--- src/s4ag_pkg.sv ---
// Shared types and constants of the strided 4-D address generator.
`default_nettype none
package s4ag_pkg;

	localparam int OFFSET_BITS    = 22;
	localparam int LENGTH_BITS    = 16;
	localparam int ADDR_BITS      = 32;
	localparam int CFG_INDEX_BITS = 3;
	localparam int CFG_DATA_BITS  = 32;
	localparam int SETTLE_CYCLES  = 5;
	localparam int SETTLE_BITS    = $clog2(SETTLE_CYCLES + 1);

	localparam logic CMD_STEP = 1'b0;
	localparam logic CMD_LOAD = 1'b1;

	typedef enum logic [CFG_INDEX_BITS-1:0] {
		REG_TOTAL_LENGTH  = 3'd0,
		REG_INNER_LENGTH  = 3'd1,
		REG_INNER_STRIDE  = 3'd2,
		REG_MIDDLE_LENGTH = 3'd3,
		REG_MIDDLE_STRIDE = 3'd4,
		REG_OUTER_LENGTH  = 3'd5,
		REG_OUTER_STRIDE  = 3'd6,
		REG_TOP_STRIDE    = 3'd7
	} reg_index_t;

	typedef struct packed {
		logic [ADDR_BITS-1:0]   total_length;
		logic [LENGTH_BITS-1:0] inner_length;
		logic [LENGTH_BITS-1:0] middle_length;
		logic [LENGTH_BITS-1:0] outer_length;
		logic [ADDR_BITS-1:0]   inner_stride;
		logic [ADDR_BITS-1:0]   delta_inner;
		logic [ADDR_BITS-1:0]   delta_middle;
		logic [ADDR_BITS-1:0]   delta_outer;
	} walk_cfg_t;

	typedef struct packed {
		logic [OFFSET_BITS-1:0] byte_offset;
		logic                   stream_done;
		logic [ADDR_BITS-1:0]   current_base;
	} result_t;

endpackage
`default_nettype wire

--- src/s4ag_in_if.sv ---
// Input channel: command word with valid/ready handshake.
`default_nettype none
interface s4ag_in_if;
	logic                           valid;
	logic                           ready;
	logic                           cmd;
	logic [s4ag_pkg::ADDR_BITS-1:0] base_value;

	modport source (output valid, output cmd, output base_value, input ready);
	modport sink (input valid, input cmd, input base_value, output ready);
endinterface
`default_nettype wire

--- src/s4ag_out_if.sv ---
// Output channel: address result word with valid/ready handshake.
`default_nettype none
interface s4ag_out_if;
	logic                             valid;
	logic                             ready;
	logic [s4ag_pkg::OFFSET_BITS-1:0] byte_offset;
	logic                             stream_done;
	logic [s4ag_pkg::ADDR_BITS-1:0]   current_base;

	modport source (output valid, output byte_offset, output stream_done,
		output current_base, input ready);
	modport sink (input valid, input byte_offset, input stream_done,
		input current_base, output ready);
endinterface
`default_nettype wire

--- src/s4ag_rewind.sv ---
// Configuration registers and precomputed rewind deltas of the address walk.
`default_nettype none
module s4ag_rewind (
	input  wire logic                                clk,
	input  wire logic                                arst_n,
	input  wire logic                                cfg_we,
	input  wire logic [s4ag_pkg::CFG_INDEX_BITS-1:0] cfg_index,
	input  wire logic [s4ag_pkg::CFG_DATA_BITS-1:0]  cfg_data,
	output s4ag_pkg::walk_cfg_t                      cfg,
	output logic                                     busy
);
	logic [s4ag_pkg::ADDR_BITS-1:0]   total_length_q;
	logic [s4ag_pkg::LENGTH_BITS-1:0] inner_length_q;
	logic [s4ag_pkg::ADDR_BITS-1:0]   inner_stride_q;
	logic [s4ag_pkg::LENGTH_BITS-1:0] middle_length_q;
	logic [s4ag_pkg::ADDR_BITS-1:0]   middle_stride_q;
	logic [s4ag_pkg::LENGTH_BITS-1:0] outer_length_q;
	logic [s4ag_pkg::ADDR_BITS-1:0]   outer_stride_q;
	logic [s4ag_pkg::ADDR_BITS-1:0]   top_stride_q;

	logic [s4ag_pkg::ADDR_BITS-1:0]   prod_inner_q;
	logic [s4ag_pkg::ADDR_BITS-1:0]   prod_middle_q;
	logic [s4ag_pkg::ADDR_BITS-1:0]   prod_outer_q;
	logic [s4ag_pkg::ADDR_BITS-1:0]   term_inner_q;
	logic [s4ag_pkg::ADDR_BITS-1:0]   term_middle_q;
	logic [s4ag_pkg::ADDR_BITS-1:0]   term_outer_q;
	logic [s4ag_pkg::ADDR_BITS-1:0]   delta_inner_q;
	logic [s4ag_pkg::ADDR_BITS-1:0]   delta_middle_q;
	logic [s4ag_pkg::ADDR_BITS-1:0]   delta_outer_q;
	logic [s4ag_pkg::SETTLE_BITS-1:0] settle_q;

	always_ff @(posedge clk or negedge arst_n) begin
		if (!arst_n) begin
			total_length_q  <= '0;
			inner_length_q  <= s4ag_pkg::LENGTH_BITS'(1);
			inner_stride_q  <= '0;
			middle_length_q <= s4ag_pkg::LENGTH_BITS'(1);
			middle_stride_q <= '0;
			outer_length_q  <= s4ag_pkg::LENGTH_BITS'(1);
			outer_stride_q  <= '0;
			top_stride_q    <= '0;
		end else if (cfg_we) begin
			case (s4ag_pkg::reg_index_t'(cfg_index))
				s4ag_pkg::REG_TOTAL_LENGTH: begin
					total_length_q <= cfg_data;
				end
				s4ag_pkg::REG_INNER_LENGTH: begin
					inner_length_q <= cfg_data[s4ag_pkg::LENGTH_BITS-1:0];
				end
				s4ag_pkg::REG_INNER_STRIDE: begin
					inner_stride_q <= cfg_data;
				end
				s4ag_pkg::REG_MIDDLE_LENGTH: begin
					middle_length_q <= cfg_data[s4ag_pkg::LENGTH_BITS-1:0];
				end
				s4ag_pkg::REG_MIDDLE_STRIDE: begin
					middle_stride_q <= cfg_data;
				end
				s4ag_pkg::REG_OUTER_LENGTH: begin
					outer_length_q <= cfg_data[s4ag_pkg::LENGTH_BITS-1:0];
				end
				s4ag_pkg::REG_OUTER_STRIDE: begin
					outer_stride_q <= cfg_data;
				end
				s4ag_pkg::REG_TOP_STRIDE: begin
					top_stride_q <= cfg_data;
				end
				default: begin
				end
			endcase
		end
	end

	// rewind chain: product, rewind term, running delta per dimension
	always_ff @(posedge clk) begin
		prod_inner_q   <= s4ag_pkg::ADDR_BITS'(inner_length_q * inner_stride_q);
		prod_middle_q  <= s4ag_pkg::ADDR_BITS'(middle_length_q * middle_stride_q);
		prod_outer_q   <= s4ag_pkg::ADDR_BITS'(outer_length_q * outer_stride_q);
		term_inner_q   <= middle_stride_q - prod_inner_q;
		term_middle_q  <= outer_stride_q - prod_middle_q;
		term_outer_q   <= top_stride_q - prod_outer_q;
		delta_inner_q  <= inner_stride_q + term_inner_q;
		delta_middle_q <= delta_inner_q + term_middle_q;
		delta_outer_q  <= delta_middle_q + term_outer_q;
	end

	always_ff @(posedge clk or negedge arst_n) begin
		if (!arst_n) begin
			settle_q <= s4ag_pkg::SETTLE_BITS'(s4ag_pkg::SETTLE_CYCLES);
		end else if (cfg_we) begin
			settle_q <= s4ag_pkg::SETTLE_BITS'(s4ag_pkg::SETTLE_CYCLES);
		end else if (settle_q != '0) begin
			settle_q <= settle_q - s4ag_pkg::SETTLE_BITS'(1);
		end
	end

	always_comb begin
		cfg.total_length  = total_length_q;
		cfg.inner_length  = inner_length_q;
		cfg.middle_length = middle_length_q;
		cfg.outer_length  = outer_length_q;
		cfg.inner_stride  = inner_stride_q;
		cfg.delta_inner   = delta_inner_q;
		cfg.delta_middle  = delta_middle_q;
		cfg.delta_outer   = delta_outer_q;
	end

	assign busy = (settle_q != '0);
endmodule
`default_nettype wire

--- src/s4ag_walk.sv ---
// Walk state: base, position and dimension counters, one step per accepted step word until done.
`default_nettype none
module s4ag_walk (
	input  wire logic                           clk,
	input  wire logic                           arst_n,
	input  wire s4ag_pkg::walk_cfg_t            cfg,
	input  wire logic                           clear,
	input  wire logic                           accept,
	input  wire logic                           cmd,
	input  wire logic [s4ag_pkg::ADDR_BITS-1:0] base_value,
	output s4ag_pkg::result_t                   res
);
	logic [s4ag_pkg::ADDR_BITS-1:0]   base_q;
	logic [s4ag_pkg::ADDR_BITS-1:0]   position_q;
	logic [s4ag_pkg::ADDR_BITS-1:0]   total_count_q;
	logic [s4ag_pkg::LENGTH_BITS-1:0] inner_count_q;
	logic [s4ag_pkg::LENGTH_BITS-1:0] middle_count_q;
	logic [s4ag_pkg::LENGTH_BITS-1:0] outer_count_q;

	logic                             done;
	logic                             advance;
	logic [s4ag_pkg::LENGTH_BITS-1:0] inner_inc;
	logic [s4ag_pkg::LENGTH_BITS-1:0] middle_inc;
	logic [s4ag_pkg::LENGTH_BITS-1:0] outer_inc;
	logic                             inner_wrap;
	logic                             middle_wrap;
	logic                             outer_wrap;
	logic [s4ag_pkg::ADDR_BITS-1:0]   step;
	logic [s4ag_pkg::ADDR_BITS-1:0]   addr;

	always_comb begin
		done        = (total_count_q == cfg.total_length);
		advance     = (cmd == s4ag_pkg::CMD_STEP) && !done;
		inner_inc   = inner_count_q + s4ag_pkg::LENGTH_BITS'(1);
		middle_inc  = middle_count_q + s4ag_pkg::LENGTH_BITS'(1);
		outer_inc   = outer_count_q + s4ag_pkg::LENGTH_BITS'(1);
		inner_wrap  = (inner_inc == cfg.inner_length);
		middle_wrap = inner_wrap && (middle_inc == cfg.middle_length);
		outer_wrap  = middle_wrap && (outer_inc == cfg.outer_length);
		if (outer_wrap) begin
			step = cfg.delta_outer;
		end else if (middle_wrap) begin
			step = cfg.delta_middle;
		end else if (inner_wrap) begin
			step = cfg.delta_inner;
		end else begin
			step = cfg.inner_stride;
		end
		addr = base_q + position_q;
		res.byte_offset  = advance ? addr[s4ag_pkg::OFFSET_BITS-1:0] : '0;
		res.stream_done  = done;
		res.current_base = (cmd == s4ag_pkg::CMD_LOAD) ? base_value : base_q;
	end

	always_ff @(posedge clk or negedge arst_n) begin
		if (!arst_n) begin
			base_q         <= '0;
			position_q     <= '0;
			total_count_q  <= '0;
			inner_count_q  <= '0;
			middle_count_q <= '0;
			outer_count_q  <= '0;
		end else if (clear) begin
			position_q     <= '0;
			total_count_q  <= '0;
			inner_count_q  <= '0;
			middle_count_q <= '0;
			outer_count_q  <= '0;
		end else if (accept) begin
			if (cmd == s4ag_pkg::CMD_LOAD) begin
				base_q <= base_value;
			end else if (advance) begin
				position_q    <= position_q + step;
				total_count_q <= total_count_q + s4ag_pkg::ADDR_BITS'(1);
				inner_count_q <= inner_wrap ? '0 : inner_inc;
				if (inner_wrap) begin
					middle_count_q <= middle_wrap ? '0 : middle_inc;
				end
				if (middle_wrap) begin
					outer_count_q <= outer_wrap ? '0 : outer_inc;
				end
			end
		end
	end
endmodule
`default_nettype wire

--- src/s4ag_queue.sv ---
// Two-entry result queue between the walk and the output channel.
`default_nettype none
module s4ag_queue (
	input  wire logic              clk,
	input  wire logic              arst_n,
	input  wire logic              push,
	input  wire s4ag_pkg::result_t push_data,
	output logic                   full,
	output logic                   pop_valid,
	input  wire logic              pop,
	output s4ag_pkg::result_t      pop_data
);
	s4ag_pkg::result_t mem_q [2];
	logic              wptr_q;
	logic              rptr_q;
	logic [1:0]        count_q;

	always_ff @(posedge clk) begin
		if (push) begin
			mem_q[wptr_q] <= push_data;
		end
	end

	always_ff @(posedge clk or negedge arst_n) begin
		if (!arst_n) begin
			wptr_q  <= 1'b0;
			rptr_q  <= 1'b0;
			count_q <= 2'd0;
		end else begin
			if (push) begin
				wptr_q <= !wptr_q;
			end
			if (pop) begin
				rptr_q <= !rptr_q;
			end
			case ({push, pop})
				2'b10:   count_q <= count_q + 2'd1;
				2'b01:   count_q <= count_q - 2'd1;
				default: count_q <= count_q;
			endcase
		end
	end

	assign full      = (count_q == 2'd2);
	assign pop_valid = (count_q != 2'd0);
	assign pop_data  = mem_q[rptr_q];
endmodule
`default_nettype wire

--- src/strided_4d_address_generator.sv ---
// Top level of the strided 4-D address generator.
// Takes one command word per cycle while input ready is high and returns one result word per
// command, in order. A step word yields the 22-bit offset of base plus position and advances
// the walk until the stream is done; a load word replaces the base. Each result is registered
// in a two-entry queue, pending from the cycle after acceptance, so input flows on while the
// output stalls, until the queue is full. After reset and after every configuration write, input
// ready stays low while the rewind deltas (length times stride products and their sums) settle.
`default_nettype none
module strided_4d_address_generator (
	input  wire logic                                clk,
	input  wire logic                                arst_n,
	input  wire logic                                cfg_we,
	input  wire logic [s4ag_pkg::CFG_INDEX_BITS-1:0] cfg_index,
	input  wire logic [s4ag_pkg::CFG_DATA_BITS-1:0]  cfg_data,
	s4ag_in_if.sink                                  in_ch,
	s4ag_out_if.source                               out_ch
);
	s4ag_pkg::walk_cfg_t cfg;
	s4ag_pkg::result_t   res;
	s4ag_pkg::result_t   out_data;
	logic                busy;
	logic                full;
	logic                accept;

	assign in_ch.ready = !busy && !full;
	assign accept      = in_ch.valid && in_ch.ready;

	s4ag_rewind u_rewind (
		.clk       (clk),
		.arst_n    (arst_n),
		.cfg_we    (cfg_we),
		.cfg_index (cfg_index),
		.cfg_data  (cfg_data),
		.cfg       (cfg),
		.busy      (busy)
	);

	s4ag_walk u_walk (
		.clk        (clk),
		.arst_n     (arst_n),
		.cfg        (cfg),
		.clear      (cfg_we),
		.accept     (accept),
		.cmd        (in_ch.cmd),
		.base_value (in_ch.base_value),
		.res        (res)
	);

	s4ag_queue u_queue (
		.clk       (clk),
		.arst_n    (arst_n),
		.push      (accept),
		.push_data (res),
		.full      (full),
		.pop_valid (out_ch.valid),
		.pop       (out_ch.valid && out_ch.ready),
		.pop_data  (out_data)
	);

	assign out_ch.byte_offset  = out_data.byte_offset;
	assign out_ch.stream_done  = out_data.stream_done;
	assign out_ch.current_base = out_data.current_base;

	a_cfg_blocks_input: assert property (@(posedge clk) disable iff (!arst_n)
		cfg_we |=> !in_ch.ready)
		else $error("input ready high right after a configuration write");

	a_accept_gives_result: assert property (@(posedge clk) disable iff (!arst_n)
		in_ch.valid && in_ch.ready |=> out_ch.valid)
		else $error("accepted word produced no pending result");

	a_done_zero_offset: assert property (@(posedge clk) disable iff (!arst_n)
		out_ch.valid && out_ch.stream_done |-> out_ch.byte_offset == '0)
		else $error("done result carries a nonzero offset");
endmodule
`default_nettype wire
--- src/flat_wrapper.sv ---
// flat-port wrapper written by rule: the top's interface ports become plain ports
module strided_4d_address_generator_flat 
  (clk, arst_n, cfg_we, cfg_index, cfg_data, in_ch_valid, in_ch_cmd, in_ch_base_value, in_ch_ready, out_ch_valid, out_ch_byte_offset, out_ch_stream_done, out_ch_current_base, out_ch_ready);
  s4ag_in_if in_ch_i ();
  s4ag_out_if out_ch_i ();
  input  wire logic clk;
  input  wire logic arst_n;
  input  wire logic cfg_we;
  input  wire logic [s4ag_pkg::CFG_INDEX_BITS-1:0] cfg_index;
  input  wire logic [s4ag_pkg::CFG_DATA_BITS-1:0] cfg_data;
  input wire logic [$bits(in_ch_i.valid)-1:0] in_ch_valid;
  input wire logic [$bits(in_ch_i.cmd)-1:0] in_ch_cmd;
  input wire logic [$bits(in_ch_i.base_value)-1:0] in_ch_base_value;
  output wire logic [$bits(in_ch_i.ready)-1:0] in_ch_ready;
  output wire logic [$bits(out_ch_i.valid)-1:0] out_ch_valid;
  output wire logic [$bits(out_ch_i.byte_offset)-1:0] out_ch_byte_offset;
  output wire logic [$bits(out_ch_i.stream_done)-1:0] out_ch_stream_done;
  output wire logic [$bits(out_ch_i.current_base)-1:0] out_ch_current_base;
  input wire logic [$bits(out_ch_i.ready)-1:0] out_ch_ready;
  assign in_ch_i.valid = in_ch_valid;
  assign in_ch_i.cmd = in_ch_cmd;
  assign in_ch_i.base_value = in_ch_base_value;
  assign in_ch_ready = in_ch_i.ready;
  assign out_ch_valid = out_ch_i.valid;
  assign out_ch_byte_offset = out_ch_i.byte_offset;
  assign out_ch_stream_done = out_ch_i.stream_done;
  assign out_ch_current_base = out_ch_i.current_base;
  assign out_ch_i.ready = out_ch_ready;
  strided_4d_address_generator u_core (.clk(clk), .arst_n(arst_n), .cfg_we(cfg_we), .cfg_index(cfg_index), .cfg_data(cfg_data), .in_ch(in_ch_i), .out_ch(out_ch_i));
endmodule
--- config.mk ---
export PLATFORM = sky130hd
export DESIGN_NAME = strided_4d_address_generator_flat
export DESIGN_NICKNAME = d
export VERILOG_FILES = /design/src/s4ag_pkg.sv /design/src/s4ag_in_if.sv /design/src/s4ag_out_if.sv /design/src/s4ag_rewind.sv /design/src/s4ag_walk.sv /design/src/s4ag_queue.sv /design/src/strided_4d_address_generator.sv /design/src/flat_wrapper.sv
export SDC_FILE = /design/constraint.sdc
export NUM_CORES = 2
export LEC_CHECK = 0
export BUFFER_PORTS_ARGS = -buffer_cell sky130_fd_sc_hd__clkbuf_2
export CAP_MARGIN = 30
export CORE_UTILIZATION = 25
export CTS_CLUSTER_DIAMETER = 30
export DETAILED_ROUTE_END_ITERATION = 10
export GPL_TIMING_DRIVEN = 0
export PLACE_DENSITY_LB_ADDON = 0.3
export SYNTH_ARGS = -nofsm -noshare
export SYNTH_HDL_FRONTEND = slang
export SYNTH_SLANG_ARGS = --single-unit
--- constraint.sdc ---
create_clock -name clk -period 8.6 [get_ports clk]
set_input_delay 1.72 -clock clk [delete_from_list [all_inputs] [get_ports clk]]
set_output_delay 1.72 -clock clk [all_outputs]
set_load 0.05 [all_outputs]
==> flow_metrics.tcl <==
set metrics [dict create \
    synth_common_cells "inv_1, nand2_1, fa_1, ha_1, and2_1" \
    grt_pass1_wl_um 245000 \
    core-area_mm2 0.204 \
    die-area_mm2 0.207 \
    rows 166 \
    grt_pass1_vias 39247 \
    synthMostInstantiatedCell "inv_1" \
    rsz0062_at_grt "no" \
    synthToLayoutAreaGrowth_pct 19.5 \
    yosys.area.top_type "fa_1" \
    cp.depth 22 \
    cts_tree "built" \
    synth-seq-area-share 0.292 \
    drive_above_1_share 0.134 \
    post_cts_buffers 0 \
    synth_area_mm2 0.0514 \
    netlist_instances 5286 \
    ys_warn_count 0 \
    grt_use_total 0.155 \
    firstDrtPassIters 6 \
    fmax_ghz 0.140 \
    globalplace.congestion 0.888 \
    place_inst 8116 \
    first_iter_violations 2321 \
    ff2ff_path_depth 22 \
    hold_path.class "register to register" \
    synth_top_area_frac 0.195 \
    drt-total-wl_um 161000 \
    grt_overflow_total 0 \
    clkSinkCount 617 \
    startpoint_type "register" \
    reg2reg_slack_ns 1.47 \
    grt_antenna_before_repair 13 \
    synthFlopType "dfrtp_1" \
    drv_slew 0 \
    period_share 0.829 \
    fin_nets 6502 \
    synthArstFlopShare 0.501 \
    ys_ff_latch 617 \
    worstMarginPinSlew_ns 0.990 \
    hold_depth 1 \
    vias 38171 \
    timing.rr.start "u_core.u_rewind.outer_length_q[6]$_DFFE_PN0P_" \
    avgRoutedWirePerCell_um 19.1 \
    clock_latency_ns 0.79 \
    clockBufferDepth 3 \
    cp.required_ns 9.24 \
    reg2reg_to "u_core.u_rewind.prod_outer_q[21]$_DFF_P_" \
    cp_cell_sequence "clkbuf_1, clkbuf_1, nand2_1, fa_1, inv_1, fa_1, ha_1, fa_1, inv_1, fa_1, fa_1, inv_1, ha_1, nand2_1, o21ai_0, o41ai_1, o21ai_0, o211ai_1, a21boi_0, o21ai_0, a21oi_1, xnor2_1" \
    instances_no_fill 8419 \
    synth-edff-count 110 \
    syn_area_per_cell_um2 9.73 \
    clkTransAtPathRegs_ns 0.05 \
    cp_data_arrival_time_ns 7.77 \
    syn_nets 6199 \
    hold-worst-slack_ns 0.476 \
    viasPerCell 4.53 \
    initial_core_util 0.252 \
    drc 0 \
    ios 130 \
    synth.distinct_cells 89 \
    slew_headroom 0.337 \
    utilization 0.301 \
    portBuffers 126 \
    numCtsBuffers 159 \
    tns_ns 0 \
    crit_buf_inv 5 \
    path_delay_family "adder cells" \
    hold_violations 0 \
    worstSetupPathType "register to register" \
    grt_max_degree 98 \
    cts_hold_buf 0 \
    outcome "completed" \
    fin_crit_ns 7.13 \
    die_y_um 455 \
    die_w_um 455 \
    cts-resized-gates 0 \
    h-tree-depth 4 \
    critPathMostFrequentCell "fa_1" \
    max_cap_violations 0 \
    cpMaxStageDelayCell "o41ai_1" \
    critical_path.max_stage_delay_ns 0.65 \
    end_kind "register" \
    holdPathEnd "u_core.u_rewind.delta_inner_q[0]$_DFF_P_" \
    finalSetupViolCount 0 \
    hold_start "u_core.u_rewind.term_inner_q[0]$_DFF_P_" \
    clock_skew_ns 0.0618 \
    clock-root-buffer "clkbuf_16" \
    synthTopCellsByArea "fa_1, dfrtp_1, ha_1, dfxtp_1, edfxtp_1" \
    dpl.hpwl_um 124000 \
    worstPathMaxFanout 10 \
    ant_nets 0 \
]
-- worst max path at each step --
stage	start	endpoint	slack, ns
after floorplan	u_core.u_rewind.middle_length_q[3]$_DFFE_PN0P_	u_core.u_rewind.prod_middle_q[21]$_DFF_P_	2.39
after global placement	arst_n	u_core.u_walk.middle_count_q[13]$_DFFE_PN0P_	-1.73
after detailed placement	u_core.u_walk.middle_count_q[4]$_DFFE_PN0P_	u_core.u_walk.position_q[21]$_DFFE_PN0P_	1.41
after CTS	u_core.u_rewind.outer_length_q[6]$_DFFE_PN0P_	u_core.u_rewind.prod_outer_q[21]$_DFF_P_	1.41
after global routing	u_core.u_walk.middle_count_q[8]$_DFFE_PN0P_	u_core.u_walk.position_q[21]$_DFFE_PN0P_	0.95
final	u_core.u_rewind.outer_length_q[6]$_DFFE_PN0P_	u_core.u_rewind.prod_outer_q[21]$_DFF_P_	1.47
-- layout by cell type (no fill, tap or decap), drive strengths merged, types with 44 or more instances in the layout --
master | netlist | routed
nand2 | 574 | 574
clkbuf | 192 | 523
inv | 731 | 737
ha | 340 | 340
xor2 | 103 | 103
o21ai | 173 | 173
clkinv | 0 | 50
nor3 | 80 | 80
a21o | 49 | 49
dfxtp | 198 | 198
nor2 | 230 | 230
dfrtp | 304 | 304
a21oi | 165 | 165
xnor2 | 303 | 303
buf | 28 | 44
edfxtp | 110 | 110
o21a | 57 | 57
mux2 | 288 | 288
nand3 | 78 | 78
fa | 500 | 500
and2 | 307 | 307
-- per-stage QoR --
| stage | setup slack [ns] | cell area, um^2 |
|---|---|---|
| 6_report | 1.47 | 61500 |
| 5_1_grt | 0.949 | 61400 |
| 4_1_cts | 1.41 | 61400 |
| 3_5_place_dp | 1.41 | 55700 |
| 3_3_place_gp | -1.73 | 55400 |
| 2_1_floorplan | 2.39 | 51400 |
-- logic make-up (layout without fill, tap and decap cells) --
logic type,Yosys count,after routing,synth area share
flops,617,617,0.292
compound gates,655,655,0.0807
mux,291,291,0.0643
buf+inv,951,1390,0.0703
fa+ha+maj,840,840,0.277
other cells,0,6,0
xor+xnor,406,406,0.0692
simple gates,1526,1526,0.146
-- metal layers --
layer / up-vias / share of wire / global-route usage
met5: - / 0.000068 / 0
met4: 2 / 0.035 / 0.0589
met3: 259 / 0.051 / 0.0249
met2: 984 / 0.47 / 0.254
met1: 19057 / 0.45 / 0.203
li1: 17869 / - / -
-- sequential cells by signal, indices dropped and copies added, names as in the netlist, 22 cells and up --
register and count:
u_core.u_rewind.delta_middle_q 22, u_core.u_rewind.top_stride_q 22, u_core.u_rewind.inner_stride_q 22, u_core.u_rewind.delta_outer_q 22, u_core.u_rewind.prod_inner_q 22, u_core.u_rewind.term_inner_q 22, u_core.u_rewind.term_middle_q 22, u_core.u_rewind.outer_stride_q 22
u_core.u_rewind.delta_inner_q 22, u_core.u_rewind.prod_middle_q 22, u_core.u_rewind.total_length_q 32, u_core.u_rewind.term_outer_q 22, u_core.u_rewind.middle_stride_q 22, u_core.u_walk.position_q 22, u_core.u_walk.base_q 32, u_core.u_rewind.prod_outer_q 22
u_core.u_walk.total_count_q 32, u_core.u_queue.mem_q 110
-- final cells by class --
type | count | area (um^2)
Antenna cell | 6 | 15.0
Inverter | 731 | 2740
Clock buffer | 205 | 4330
Clock inverter | 92 | 1410
Buffer | 220 | 870
Multi-Input combinational cell | 3718 | 32800
Sequential cell | 617 | 15000
Fill cell | 21291 | 143000
Tap cell | 2688 | 3360
Timing Repair Buffer | 142 | 890
-- worst reg2reg max path, cell delays in order (launching register included) --
cell	delay [ns]
dfrtp_1	0.39
clkbuf_1	0.58
clkbuf_1	0.54
nand2_1	0.19
fa_1	0.46
inv_1	0.09
fa_1	0.42
ha_1	0.23
fa_1	0.53
inv_1	0.05
fa_1	0.46
fa_1	0.54
inv_1	0.04
ha_1	0.34
nand2_1	0.08
o21ai_0	0.10
o41ai_1	0.65
o21ai_0	0.30
o211ai_1	0.26
a21boi_0	0.16
o21ai_0	0.24
a21oi_1	0.18
xnor2_1	0.16
Power is left out: the tool's default activity adds up to more than one toggle a clock period on the data nets, which glitch-free logic cannot reach.
